[config.mk]
export PLATFORM = sky130hd
export DESIGN_NAME = traction_limited_drive_brake
export DESIGN_NICKNAME = d
export VERILOG_FILES = /design/src/rtl/core/tld_pkg.sv /design/src/rtl/core/tld_limit.sv /design/src/rtl/core/tld_finish.sv /design/src/rtl/core/traction_limited_drive_brake.sv
export SDC_FILE = /design/constraint.sdc
export NUM_CORES = 2
export LEC_CHECK = 0
export ABC_AREA = 1
export BUFFER_PORTS_ARGS = -buffer_cell sky130_fd_sc_hd__buf_4
export CORE_ASPECT_RATIO = 1.5
export CORE_MARGIN = 2
export CORE_UTILIZATION = 60
export CTS_CLUSTER_SIZE = 10
export DETAILED_ROUTE_END_ITERATION = 6
export GPL_TIMING_DRIVEN = 1
export PLACE_DENSITY_LB_ADDON = 0.12
export SLEW_MARGIN = 20
export SYNTH_ARGS = -nofsm -noshare
export SYNTH_HDL_FRONTEND = slang
export SYNTH_SLANG_ARGS = --single-unit
[constraint.sdc]
create_clock -name clock -period 12.54 [get_ports clock]
set_clock_uncertainty 0.15 [all_clocks]
set_input_delay 2.508 -clock clock [delete_from_list [all_inputs] [get_ports clock]]
set_output_delay 2.508 -clock clock [all_outputs]
set_load 0.02 [all_outputs]
[src/rtl/core/tld_pkg.sv]
// Package for the traction limited drive and brake block.
// Holds field widths, register codes and the structs passed between stages.
// No dependencies.
`default_nettype none

package tld_pkg;

   localparam int TARGET_W     = 14;
   localparam int SPEED_W      = 16;
   localparam int MULT_W       = 16;
   localparam int CFG_W        = 13;
   localparam int LEVEL_W      = 4;
   localparam int CSR_INDEX_W  = 3;
   localparam int REQ_DATA_W   = 48;
   localparam int RSP_DATA_W   = 24;
   localparam int PROD_W       = CFG_W + MULT_W;

   localparam logic [14:0]        BOOST_SAT  = 15'h7fff;
   localparam logic [LEVEL_W-1:0] FULL_BRAKE = 4'd8;

   typedef enum logic [CSR_INDEX_W-1:0] {
      CSR_LIMIT_ENABLED,
      CSR_MAX_ACCEL,
      CSR_MAX_BRAKE,
      CSR_OVERSPEED_TOL,
      CSR_DEAD_BAND,
      CSR_MIN_DUTY
   } csr_index_type;

   typedef struct packed {
      logic             limit_enabled;
      logic [CFG_W-1:0] max_accel;
      logic [CFG_W-1:0] max_brake;
      logic [CFG_W-1:0] overspeed_tolerance;
      logic [CFG_W-1:0] dead_band;
      logic [CFG_W-1:0] min_duty;
   } cfg_type;

   // handoff from the limiter to the brake/shaping stages
   typedef struct packed {
      logic                enabled;
      logic [TARGET_W-1:0] target;
      logic                brake;
      logic                full_brake;
      logic [15:0]         dividend;
      logic [16:0]         divisor;
      logic [13:0]         mag;
      logic                neg;
   } lim_item_type;

endpackage

`default_nettype wire

[src/rtl/core/tld_limit.sv]
// Limiter stages 1-3: sign mirroring, boosted acceleration, drive limit
// and brake torque. Depends on tld_pkg.
`default_nettype none

module tld_limit #(
   parameter int FRAC_BITS = 12
) (
   input  wire logic                          clock,
   input  wire logic                          reset,
   input  wire tld_pkg::cfg_type              cfg,
   input  wire logic                          in_valid,
   output      logic                          in_ready,
   input  wire logic [tld_pkg::TARGET_W-1:0]  in_target,
   input  wire logic [tld_pkg::SPEED_W-1:0]   in_speed,
   input  wire logic [tld_pkg::MULT_W-1:0]    in_mult,
   output      logic                          out_valid,
   input  wire logic                          out_ready,
   output      tld_pkg::lim_item_type         out_item
);
   import tld_pkg::*;

   logic v1_ff, v2_ff, v3_ff;
   logic rdy1, rdy2, rdy3;

   // stage 1
   logic                s1_en_ff, s1_en_in;
   logic [TARGET_W-1:0] s1_target_ff, s1_target_in;
   logic                s1_back_ff, s1_back_in;
   logic signed [14:0]  s1_sp_ff, s1_sp_in;
   logic [16:0]         s1_ws_ff, s1_ws_in;
   logic [PROD_W-1:0]   s1_prod_ff, s1_prod_in;
   logic signed [14:0]  sp_ext;
   logic signed [16:0]  ws_ext;

   // stage 2
   logic                s2_en_ff;
   logic [TARGET_W-1:0] s2_target_ff;
   logic                s2_back_ff;
   logic signed [14:0]  s2_sp_ff;
   logic [16:0]         s2_ws_ff;
   logic signed [17:0]  s2_err_ff, s2_err_in;
   logic [16:0]         s2_lim_hi_ff, s2_lim_hi_in;
   logic signed [17:0]  s2_lim_lo_ff, s2_lim_lo_in;
   logic                s2_ge_ff, s2_ge_in;
   logic [PROD_W-1:0]   shifted;
   logic [14:0]         boosted;

   // stage 3
   lim_item_type        s3_item_ff, s3_item_in;
   logic signed [17:0]  tol_neg, sp18, hi18, drive18, mag18, nerr;
   logic                accel;
   logic [CFG_W-1:0]    torque;

   assign rdy3     = !v3_ff || out_ready;
   assign rdy2     = !v2_ff || rdy3;
   assign rdy1     = !v1_ff || rdy2;
   assign in_ready = rdy1;

   always_comb begin
      sp_ext     = {in_target[TARGET_W-1], in_target};
      ws_ext     = {in_speed[SPEED_W-1], in_speed};
      s1_back_in = in_speed[SPEED_W-1];
      s1_sp_in   = s1_back_in ? -sp_ext : sp_ext;
      s1_ws_in   = s1_back_in ? 17'(-ws_ext) : 17'(ws_ext);
      s1_prod_in = {{MULT_W{1'b0}}, cfg.max_accel} * {{CFG_W{1'b0}}, in_mult};
      s1_en_in     = cfg.limit_enabled;
      s1_target_in = in_target;
   end

   always_comb begin
      shifted      = s1_prod_ff >> FRAC_BITS;
      boosted      = (shifted > PROD_W'(BOOST_SAT)) ? BOOST_SAT : shifted[14:0];
      s2_err_in    = $signed({{3{s1_sp_ff[14]}}, s1_sp_ff}) - $signed({1'b0, s1_ws_ff});
      s2_lim_hi_in = s1_ws_ff + {2'b0, boosted};
      s2_lim_lo_in = $signed({1'b0, s1_ws_ff}) - $signed({3'b0, boosted});
      s2_ge_in     = s1_ws_ff >= {2'b0, boosted};
   end

   always_comb begin
      tol_neg = -$signed({5'b0, cfg.overspeed_tolerance});
      accel   = s2_err_ff > tol_neg;
      sp18    = {{3{s2_sp_ff[14]}}, s2_sp_ff};
      hi18    = $signed({1'b0, s2_lim_hi_ff});
      if (accel) begin
         drive18 = (sp18 > hi18) ? hi18 : sp18;
      end else begin
         drive18 = (sp18 < s2_lim_lo_ff) ? s2_lim_lo_ff : sp18;
      end
      mag18  = drive18[17] ? -drive18 : drive18;
      nerr   = -s2_err_ff;
      torque = (nerr > $signed({5'b0, cfg.max_brake})) ? cfg.max_brake : nerr[CFG_W-1:0];

      s3_item_in.enabled    = s2_en_ff;
      s3_item_in.target     = s2_target_ff;
      s3_item_in.brake      = !accel && (!s2_sp_ff[14] || s2_ge_ff);
      s3_item_in.full_brake = {4'b0, torque} >= s2_ws_ff;
      s3_item_in.dividend   = {torque, 3'b0};
      s3_item_in.divisor    = s2_ws_ff;
      s3_item_in.mag        = mag18[13:0];
      // sign after restoring direction; zero drive counts as positive
      s3_item_in.neg        = s2_back_ff ? (!drive18[17] && drive18 != 18'sd0) : drive18[17];
   end

   always_ff @(posedge clock) begin
      if (reset) begin
         v1_ff <= 1'b0;
         v2_ff <= 1'b0;
         v3_ff <= 1'b0;
      end else begin
         if (rdy1) v1_ff <= in_valid;
         if (rdy2) v2_ff <= v1_ff;
         if (rdy3) v3_ff <= v2_ff;
      end
   end

   always_ff @(posedge clock) begin
      if (rdy1 && in_valid) begin
         s1_en_ff     <= s1_en_in;
         s1_target_ff <= s1_target_in;
         s1_back_ff   <= s1_back_in;
         s1_sp_ff     <= s1_sp_in;
         s1_ws_ff     <= s1_ws_in;
         s1_prod_ff   <= s1_prod_in;
      end
      if (rdy2 && v1_ff) begin
         s2_en_ff     <= s1_en_ff;
         s2_target_ff <= s1_target_ff;
         s2_back_ff   <= s1_back_ff;
         s2_sp_ff     <= s1_sp_ff;
         s2_ws_ff     <= s1_ws_ff;
         s2_err_ff    <= s2_err_in;
         s2_lim_hi_ff <= s2_lim_hi_in;
         s2_lim_lo_ff <= s2_lim_lo_in;
         s2_ge_ff     <= s2_ge_in;
      end
      if (rdy3 && v2_ff) begin
         s3_item_ff <= s3_item_in;
      end
   end

   assign out_valid = v3_ff;
   assign out_item  = s3_item_ff;

endmodule

`default_nettype wire

[src/rtl/core/tld_finish.sv]
// Stages 4-6: brake level by a three step restoring division, deadband
// removal and min-duty rescaling, final output select. Depends on tld_pkg.
`default_nettype none

module tld_finish #(
   parameter int FRAC_BITS = 12
) (
   input  wire logic                          clock,
   input  wire logic                          reset,
   input  wire tld_pkg::cfg_type              cfg,
   input  wire logic                          in_valid,
   output      logic                          in_ready,
   input  wire tld_pkg::lim_item_type         in_item,
   output      logic                          out_valid,
   input  wire logic                          out_ready,
   output      logic [tld_pkg::TARGET_W-1:0]  out_drive,
   output      logic                          out_brake,
   output      logic [tld_pkg::LEVEL_W-1:0]   out_level
);
   import tld_pkg::*;

   localparam int OW = FRAC_BITS + 1;
   localparam int CW = (OW > CFG_W) ? OW : CFG_W;
   localparam int PW = 14 + OW;
   localparam int RW = ((OW > 14) ? OW : 14) + 1;
   localparam logic [OW-1:0] ONE_Q = OW'(1) << FRAC_BITS;

   logic v4_ff, v5_ff, v6_ff;
   logic rdy4, rdy5, rdy6;

   logic [CW-1:0] min_ext, md_full;
   logic [OW-1:0] md, span;

   // stage 4
   logic                s4_en_ff, s4_brake_ff, s4_full_ff, s4_neg_ff, s4_dead_ff;
   logic [TARGET_W-1:0] s4_target_ff;
   logic                s4_q2_ff, s4_q2_in;
   logic [15:0]         s4_rem_ff, s4_rem_in;
   logic [16:0]         s4_div_ff;
   logic [PW-1:0]       s4_prod_ff, s4_prod_in;
   logic                s4_dead_in;
   logic [18:0]         d2;

   // stage 5
   logic                s5_en_ff, s5_brake_ff, s5_full_ff;
   logic [TARGET_W-1:0] s5_target_ff;
   logic                s5_q2_ff, s5_q1_ff, s5_q1_in;
   logic [15:0]         s5_rem_ff, s5_rem_in;
   logic [16:0]         s5_div_ff;
   logic [TARGET_W-1:0] s5_drive_ff, s5_drive_in;
   logic [17:0]         d1;
   logic [PW-1:0]       scaled;
   logic [RW-1:0]       r_sum, r_clamp;
   logic [13:0]         r_mag;

   // stage 6
   logic [TARGET_W-1:0] s6_drive_ff, s6_drive_in;
   logic                s6_brake_ff, s6_brake_in;
   logic [LEVEL_W-1:0]  s6_level_ff, s6_level_in;
   logic                q0;

   assign rdy6     = !v6_ff || out_ready;
   assign rdy5     = !v5_ff || rdy6;
   assign rdy4     = !v4_ff || rdy5;
   assign in_ready = rdy4;

   always_comb begin
      min_ext = CW'(cfg.min_duty);
      md_full = (min_ext > CW'(ONE_Q)) ? CW'(ONE_Q) : min_ext;
      md      = md_full[OW-1:0];
      span    = ONE_Q - md;
   end

   always_comb begin
      d2         = {in_item.divisor, 2'b0};
      s4_q2_in   = {3'b0, in_item.dividend} >= d2;
      s4_rem_in  = s4_q2_in ? 16'({3'b0, in_item.dividend} - d2) : in_item.dividend;
      s4_prod_in = PW'(in_item.mag) * PW'(span);
      s4_dead_in = {1'b0, in_item.mag} < {1'b0, cfg.dead_band};
   end

   always_comb begin
      d1        = {s4_div_ff, 1'b0};
      s5_q1_in  = {2'b0, s4_rem_ff} >= d1;
      s5_rem_in = s5_q1_in ? 16'({2'b0, s4_rem_ff} - d1) : s4_rem_ff;
      scaled    = s4_prod_ff >> FRAC_BITS;
      r_sum     = RW'(md) + RW'(scaled);
      r_clamp   = (r_sum > RW'(ONE_Q)) ? RW'(ONE_Q) : r_sum;
      r_mag     = r_clamp[13:0];
      if (s4_dead_ff) begin
         s5_drive_in = '0;
      end else if (s4_neg_ff) begin
         s5_drive_in = -r_mag;
      end else begin
         s5_drive_in = r_mag;
      end
   end

   always_comb begin
      q0 = {1'b0, s5_rem_ff} >= s5_div_ff;
      if (!s5_en_ff) begin
         s6_drive_in = s5_target_ff;
         s6_brake_in = 1'b0;
         s6_level_in = '0;
      end else if (s5_brake_ff) begin
         s6_drive_in = '0;
         s6_brake_in = 1'b1;
         s6_level_in = s5_full_ff ? FULL_BRAKE : {1'b0, s5_q2_ff, s5_q1_ff, q0};
      end else begin
         s6_drive_in = s5_drive_ff;
         s6_brake_in = 1'b0;
         s6_level_in = '0;
      end
   end

   always_ff @(posedge clock) begin
      if (reset) begin
         v4_ff <= 1'b0;
         v5_ff <= 1'b0;
         v6_ff <= 1'b0;
      end else begin
         if (rdy4) v4_ff <= in_valid;
         if (rdy5) v5_ff <= v4_ff;
         if (rdy6) v6_ff <= v5_ff;
      end
   end

   always_ff @(posedge clock) begin
      if (rdy4 && in_valid) begin
         s4_en_ff     <= in_item.enabled;
         s4_target_ff <= in_item.target;
         s4_brake_ff  <= in_item.brake;
         s4_full_ff   <= in_item.full_brake;
         s4_neg_ff    <= in_item.neg;
         s4_dead_ff   <= s4_dead_in;
         s4_q2_ff     <= s4_q2_in;
         s4_rem_ff    <= s4_rem_in;
         s4_div_ff    <= in_item.divisor;
         s4_prod_ff   <= s4_prod_in;
      end
      if (rdy5 && v4_ff) begin
         s5_en_ff     <= s4_en_ff;
         s5_target_ff <= s4_target_ff;
         s5_brake_ff  <= s4_brake_ff;
         s5_full_ff   <= s4_full_ff;
         s5_q2_ff     <= s4_q2_ff;
         s5_q1_ff     <= s5_q1_in;
         s5_rem_ff    <= s5_rem_in;
         s5_div_ff    <= s4_div_ff;
         s5_drive_ff  <= s5_drive_in;
      end
      if (rdy6 && v5_ff) begin
         s6_drive_ff <= s6_drive_in;
         s6_brake_ff <= s6_brake_in;
         s6_level_ff <= s6_level_in;
      end
   end

   assign out_valid = v6_ff;
   assign out_drive = s6_drive_ff;
   assign out_brake = s6_brake_ff;
   assign out_level = s6_level_ff;

endmodule

`default_nettype wire

[src/rtl/core/traction_limited_drive_brake.sv]
// Top level of the traction limited drive and brake block: register file,
// limiter pipeline and brake/shaping pipeline. Depends on tld_pkg,
// tld_limit and tld_finish.
`default_nettype none

// Takes one request per cycle while the response side is not stalled and
// returns one response per request, in order: three register stages
// mirror the signs and limit the drive, three more run the brake level
// division one quotient bit per stage alongside the deadband rescale.
// Each stage holds its item while the stage after it is full and stalled,
// so empty stages keep taking requests. Registers are written through the
// csr channel, which is always ready; write them only while the pipeline is
// empty. Indexes above the last register are ignored.
module traction_limited_drive_brake #(
   parameter int FRAC_BITS = 12
) (
   input  wire logic                             clock,
   input  wire logic                             reset,
   // csr
   input  wire logic                             csr_valid,
   output      logic                             csr_ready,
   input  wire logic [tld_pkg::CSR_INDEX_W-1:0]  csr_index,
   input  wire logic [tld_pkg::CFG_W-1:0]        csr_data,
   // request: target_drive[13:0], measured_speed[29:14], accel_multiplier[45:30]
   input  wire logic                             req_tvalid,
   output      logic                             req_tready,
   input  wire logic [tld_pkg::REQ_DATA_W-1:0]   req_tdata,
   // response: motor_drive[13:0], brake_engaged[14], brake_level[18:15]
   output      logic                             rsp_tvalid,
   input  wire logic                             rsp_tready,
   output      logic [tld_pkg::RSP_DATA_W-1:0]   rsp_tdata
);
   import tld_pkg::*;

   cfg_type             cfg_ff, cfg_in;
   lim_item_type        lim_item;
   logic                lim_valid, lim_ready;
   logic [TARGET_W-1:0] motor_drive;
   logic                brake_engaged;
   logic [LEVEL_W-1:0]  brake_level;

   assign csr_ready = 1'b1;

   always_comb begin
      cfg_in = cfg_ff;
      if (csr_valid) begin
         case (csr_index_type'(csr_index))
            CSR_LIMIT_ENABLED: cfg_in.limit_enabled       = csr_data[0];
            CSR_MAX_ACCEL:     cfg_in.max_accel           = csr_data;
            CSR_MAX_BRAKE:     cfg_in.max_brake           = csr_data;
            CSR_OVERSPEED_TOL: cfg_in.overspeed_tolerance = csr_data;
            CSR_DEAD_BAND:     cfg_in.dead_band           = csr_data;
            CSR_MIN_DUTY:      cfg_in.min_duty            = csr_data;
            default:           cfg_in = cfg_ff;
         endcase
      end
   end

   always_ff @(posedge clock) begin
      if (reset) begin
         cfg_ff.limit_enabled       <= 1'b1;
         cfg_ff.max_accel           <= 13'd410;
         cfg_ff.max_brake           <= 13'd410;
         cfg_ff.overspeed_tolerance <= 13'd0;
         cfg_ff.dead_band           <= 13'd128;
         cfg_ff.min_duty            <= 13'd576;
      end else begin
         cfg_ff <= cfg_in;
      end
   end

   tld_limit #(
      .FRAC_BITS (FRAC_BITS)
   ) u_limit (
      .clock     (clock),
      .reset     (reset),
      .cfg       (cfg_ff),
      .in_valid  (req_tvalid),
      .in_ready  (req_tready),
      .in_target (req_tdata[13:0]),
      .in_speed  (req_tdata[29:14]),
      .in_mult   (req_tdata[45:30]),
      .out_valid (lim_valid),
      .out_ready (lim_ready),
      .out_item  (lim_item)
   );

   tld_finish #(
      .FRAC_BITS (FRAC_BITS)
   ) u_finish (
      .clock     (clock),
      .reset     (reset),
      .cfg       (cfg_ff),
      .in_valid  (lim_valid),
      .in_ready  (lim_ready),
      .in_item   (lim_item),
      .out_valid (rsp_tvalid),
      .out_ready (rsp_tready),
      .out_drive (motor_drive),
      .out_brake (brake_engaged),
      .out_level (brake_level)
   );

   assign rsp_tdata = {5'b0, brake_level, brake_engaged, motor_drive};

`ifndef NO_ASSERTIONS
   a_brake_zero_drive: assert property (@(posedge clock) disable iff (reset)
      rsp_tvalid && brake_engaged |-> motor_drive == '0)
      else $error("brake engaged with nonzero drive");

   a_coast_level: assert property (@(posedge clock) disable iff (reset)
      rsp_tvalid && !brake_engaged |-> brake_level == '0)
      else $error("brake level set while coasting");

   a_level_range: assert property (@(posedge clock) disable iff (reset)
      rsp_tvalid && brake_engaged |-> brake_level <= FULL_BRAKE)
      else $error("brake level above full brake");

   a_rsp_hold: assert property (@(posedge clock) disable iff (reset)
      rsp_tvalid && !rsp_tready |=> rsp_tvalid && $stable(rsp_tdata))
      else $error("response changed while stalled");
`endif

endmodule

`default_nettype wire
After elaboration in Yosys (flattened, before gate mapping)
Index checks and enable logic that the tools add are counted.
Storage, ports and cells
  register bits after elaboration: 478
  input port bits: 69
  output and inout port bits: 27
  logic and storage cells: 147
Cells by class
  add/subtract/negate cells: 13
  multipliers: 2
  $lt $le $gt $ge: 13
  equal/unequal tests: 5
  mux-type cells: 18
  bitwise logic cells: 2
  reductions and logical operators: 34
Operator list (count)
  14-bit two-way mux: 5
  18-bit two-way mux: 3
  15-bit two-way mux: 3
  16-bit two-way mux: 2
  16-bit subtractor: 2
  13-bit by 16-bit multiplier with 29-bit output: 1
  14-bit negation: 2
  14-bit by 13-bit multiplier with 27-bit output: 1
  13-bit two-way mux: 2
  16-bit by 19-bit greater-or-equal comparator with 1-bit output: 1
  16-bit by 18-bit greater-or-equal comparator with 1-bit output: 1
  15-bit by 18-bit greater-than comparator with 1-bit output: 1
  18-bit by 14-bit greater-than comparator with 1-bit output: 1
  18-bit greater-than comparator: 1
  15-bit by 18-bit < comparator with 1-bit output: 1
  13-bit negation with 18-bit output: 1
  18-bit negation: 1
  18-bit nonzero test: 1
  15-bit by 18-bit subtractor with 18-bit output: 1
  17-bit by 15-bit subtractor with 18-bit output: 1
  17-bit by 15-bit adder with 17-bit output: 1
  13-bit by 17-bit greater-or-equal comparator with 1-bit output: 1
  16-bit by 17-bit greater-or-equal comparator with 1-bit output: 1
  17-bit by 15-bit greater-or-equal comparator with 1-bit output: 1
  20 further kinds: 51

Depth between registers and ports, before layout
  depth in word-level cells: 8
  depth in mapped cells: 38
  mapped depth without buffers: 37

Cells and area by module
A second synthesis with hierarchy kept.
Unflattened totals
  cell total of the unflattened synthesis: 4379
  area total of the unflattened synthesis: 37893.8 um^2
By module, submodules not included
  tld_limit: times used 1, cells an instance 2283, area an instance 20284.5 um^2, seq. area each 6846.6 um^2
  tld_finish: times used 1, cells an instance 1712, area an instance 14918.1 um^2, seq. area each 4654.5 um^2
  traction_limited_drive_brake: times used 1, cells an instance 384, area an instance 2691.3 um^2, seq. area each 1321.3 um^2

Worst setup path before layout
Ideal clock, no wire load.
  path type: input port to flip-flop
  from: in rsp_tready
  to: reg u_limit.s2_back_ff, enable pin
  setup time: 0.560 ns
  data arrival time: 7.154 ns
  required time: 11.830 ns
  path slack: 4.675 ns
  stages on the path: 10
  path buffers: 0
  cells stage by stage: nor2_1 -> inv_1 -> nor2_1 -> inv_1 -> nor2_1 -> inv_1 -> nor2_1 -> inv_1 -> nor2_1 -> nor2_1
Between the ends
  cells in the longest elaborated chain, start to end: 6
Ends and longest elaborated chain
  start: declaration: RTL line traction_limited_drive_brake.sv:30  | input wire logic rsp_tready,
  1-bit logical OR: RTL line tld_finish.sv:62  | assign rdy6 = !v6_ff || out_ready;
  1-bit logical OR: RTL line tld_finish.sv:63  | assign rdy5 = !v5_ff || rdy6;
  1-bit logical OR: RTL line tld_finish.sv:64  | assign rdy4 = !v4_ff || rdy5;
  1-bit logical OR: RTL line tld_limit.sv:54  | assign rdy3 = !v3_ff || out_ready;
  1-bit logical OR: RTL line tld_limit.sv:55  | assign rdy2 = !v2_ff || rdy3;
  1-bit logical AND: RTL line tld_limit.sv:125  | if (rdy2 && v1_ff) begin
  end signal: assignment: RTL line tld_limit.sv:128  | s2_back_ff <= s1_back_ff;
  end: declaration: RTL line tld_limit.sv:38  | logic s2_back_ff;
Every way passes these cells.
A chain may end at the register's enable or synchronous reset.

Worst setup path in the final report
  from: reg cfg_ff[2] (netlist bit)
  to: reg u_finish.s4_prod_ff[26], data pin
Between the ends
  cells in the longest elaborated chain, start to end: 4
Ends and longest elaborated chain
  start: declaration: RTL line traction_limited_drive_brake.sv:35  | cfg_type cfg_ff, cfg_in;
  start signal: assignment: RTL line traction_limited_drive_brake.sv:68  | cfg_ff <= cfg_in;
  13-bit greater-than comparator: RTL line tld_finish.sv:69  | md_full = (min_ext > CW'(ONE_Q)) ? CW'(ONE_Q) : min_ext;
  13-bit two-way mux *: RTL line tld_finish.sv:69
  13-bit subtractor *: RTL line tld_finish.sv:71  | span = ONE_Q - md;
  14-bit by 13-bit multiplier with 27-bit output *: RTL line tld_finish.sv:78  | s4_prod_in = PW'(in_item.mag) * PW'(span);
  via u_finish.s4_prod_in[26]: RTL line tld_finish.sv:40  | logic [PW-1:0] s4_prod_ff, s4_prod_in;
  end signal: assignment: RTL line tld_finish.sv:139  | s4_prod_ff <= s4_prod_in;
  end: declaration: RTL line tld_finish.sv:40
Mark *: on every way through the listed nets, which the timed path passes. The rest lies on a longest branch.

==> results.yml <==
status:
  outcome: "complete, no violations"
synth:
  netlist_top_cells_count: "nand2_1 (878), inv_1 (862), edfxtp_1 (376)"
  yosys-top-cells-area: "edfxtp_1 (30%), fa_1 (16%), ha_1 (11%), nand2_1 (8.9%), inv_1 (8.7%)"
  synth_ff_type: "edfxtp_1"
  synth_most_common_cell: "nand2_1"
  avgSynthCellArea_um2: 8.79
  synthCells: 4234
  ys_async_sr_fraction_pct: 0
  synth_edf_count: 376
  ys_ff_latch: 448
  synth_area_leader_cell: "edfxtp_1"
  yosysWarningCount: 0
  synth_cell_types: 64
  syn-cell-area_mm2: 0.0372
  synth_top_area_share_pct: 30.3
  ys_seq_area_share_pct: 34.2
sta:
  fin_ws_ns: 4.93
  max_freq_ghz: 0.131
  rsz0062_at_grt: "no"
  worst_pin_slew_ns: 1.10
  hold_ws_ns: 0.254
  setup-tns-final_ns: 0
  period_share_pct: 60.7
  period_needed_ns: 7.61
  max-slew-margin-rel_pct: 24.4
  drv_slew: 0
  hold_violations: 0
  setup_viol: 0
worst_hold_path:
  hold_path_depth: 0
  hold_class: "flip-flop to flip-flop"
  hp-start: "u_limit.s2_en_ff"
  min_to: "u_limit.out_item[64]"
final_layout:
  final_nets: 4971
  fillers: 5104
  areaGrowthSynthToFinish_pct: 7.58
  final_layout_size_suffix_gt1_share_pct: 6.35
  finalInstanceArea_mm2: 0.0400
  seqCellArea_mm2: 0.0127
  multi_input_area_mm2: 0.0207
worst_setup_path:
  critPathLaunch: "cfg_ff[2]"
  required_ns: 12.72
  rr_endpoint: "u_finish.s4_prod_ff[26]"
  cp_slowest_cell: "fa_1"
  critical_path_arrival_ns: 7.79
  end_kind: "flip-flop"
  r2r_start: "cfg_ff[2]"
  ff2ff_path_depth: 33
  max_stage_delay_ns: 0.54
  startpoint_type: "flip-flop"
  critPathKind: "flip-flop to flip-flop"
  rrSetupSlack_ns: 4.93
  cp_max_fo: 12
cts:
  clk-insertion-delay-late_ns: 0.60
  postCtsSetupRepairBufs: 0
  cts-resized-gates: 0
  path_clk_slew_ns: 0.06
  cts_root_buffer: "clkbuf_16"
  cts_buffers: 51
  ctsHoldBuffers: 0
  clockBufferDepth: 3
  cts_tree: "done"
  cts_sinks: 448
  cts_max_level: 2
placement:
  pre_cts_ws_ns: 4.88
  post-dp-hpwl_um: 70600
  io_buffers: 87
  placed_area_mm2: 0.0385
  gp_congestion: 0.903
floorplanning:
  coreArea_mm2: 0.0612
  dieArea_mm2: 0.0641
  die_y_um: 309
  ioPinCount: 96
  die_w_um: 207
  core.rowCount: 111
  start_util_pct: 60.8
global_route:
  grt_pass1_vias: 28300
  grt_max_degree: 67
  grt_use_total_pct: 28.0
  grt_pass1_wl_um: 141000
  grt-ovfl-total: 0
  antenna_found_initial: 3
pwr:
  power_leakage_nw: 19.6
  max-vdd-ir-drop_v: 0.000221
  power.density_mw_per_mm2: 202
routing:
  vias: 27700
  wl_um: 87700
  ant_nets: 0
  wl_per_cell_um: 17.2
  first_pass_iters: 5
  drt-vias-per-instance: 5.43
  drt_drc_violations_left: 0
  dr.first_iter.drc_count: 1634
run:
  cap_viol_max_count: 0
[sequential cells by signal, indices dropped and copies added (netlist names), 15 cells and up]
signal / count
cfg_ff: 66
u_limit.out_item: 62
u_limit.s2_err_ff: 18
u_limit.s2_lim_lo_ff: 18
u_finish.s4_div_ff: 17
u_finish.s5_div_ff: 17
u_limit.s1_prod_ff: 17
u_limit.s1_ws_ff: 17
u_limit.s2_ws_ff: 17
u_limit.s2_lim_hi_ff: 16
u_finish.s4_prod_ff: 15
u_finish.s5_rem_ff: 15
u_limit.s1_sp_ff: 15
u_limit.s2_sp_ff: 15
[per-stage QoR]
step / std cells / utilization (%) / power [mW]
3_3_place_gp: 5010 / 62.8 / 6.59
4_1_cts: 5105 / 65.3 / 8.10
6_report: 5107 / 65.4 / 8.09
5_1_grt: 5107 / 65.4 / 8.81
2_1_floorplan: 4239 / - / 5.57
3_5_place_dp: 5010 / 62.8 / 6.70
[kinds of logic (layout without fill, tap and decap cells)]
family          after synthesis  in the layout  synth area share [%]
compound gates              503            503                  7.57
xor+xnor                    159            159                  3.92
fa+ha+maj                   629            629                  27.0
buf+inv                     998           1074                  10.3
flops                       448            448                  34.2
mux                           1              1                0.0269
other cells                   2              8                0.0202
simple gates               1494           1494                  17.0
[cell usage in the layout, fill, tap and decap left out, types with 7 or more instances in the layout]
cell type	count
a21o_1	14
a21oi_1	251
a31oi_1	8
buf_4	99
clkbuf_1	37
clkbuf_16	52
conb_1	7
dfxtp_1	72
edfxtp_1	376
fa_1	290
ha_1	339
inv_1	859
inv_2	13
nand2_1	878
nand2_2	20
nand3_1	153
nand4_1	41
nor2_1	286
nor2_2	20
nor2_4	10
nor3_1	40
nor4_1	11
o211ai_1	16
o21a_1	7
o21ai_0	129
o21ai_1	19
o21ai_2	14
o21bai_1	7
xnor2_1	42
xor2_1	111
[worst max-delay path by stage]
stage | to | slack (ns) | cells after the start
6_report | u_finish.s4_prod_ff[26] | 4.93 | 33
3_3_place_gp | u_limit.s1_prod_ff[23] | 4.92 | 18
4_1_cts | u_finish.s4_prod_ff[25] | 4.98 | 31
3_5_place_dp | u_limit.s1_prod_ff[23] | 4.88 | 18
2_1_floorplan | u_limit.s2_back_ff | 4.68 | 10
5_1_grt | u_finish.s4_prod_ff[26] | 4.54 | 33
[where the power goes]
group / internal (mW) / switching, mW / total, mW
combinational: 1.73 / 2.92 / 4.65
clock: 0.812 / 0.574 / 1.39
sequential: 1.95 / 0.101 / 2.05
total: 4.49 / 3.60 / 8.09
[area by class of cell]
cell class	count	area share, %
Antenna cell	1	0.00625
Clock buffer	92	3.70
Clock inverter	3	0.137
Inverter	879	8.26
Multi-Input combinational cell	2793	51.7
Sequential cell	448	31.8
Tap cell	791	2.47
Timing Repair Buffer	100	1.91
[per-layer routing]
metal / share of wire, % / up-vias / routed length [µm] / track usage, %
met5: 0.031 / - / 27 / 0
met4: 6.0 / 4 / 5270 / 15.5
met3: 4.4 / 254 / 3860 / 3.44
met2: 52 / 755 / 46000 / 52.2
met1: 37 / 13200 / 32600 / 30.9
li1: - / 13500 / - / -
[critical path: cells and delay by family (launching register included)]
family,cells,cell delay (ns)
buffers and inverters,6,0.82
flip-flops,1,0.38
AO/OA/AOI/OAI,8,1.45
adder cells (fa/ha/maj),7,3.19
AND/OR/NAND/NOR,12,1.34
Power figures use the tool's default switching activity.
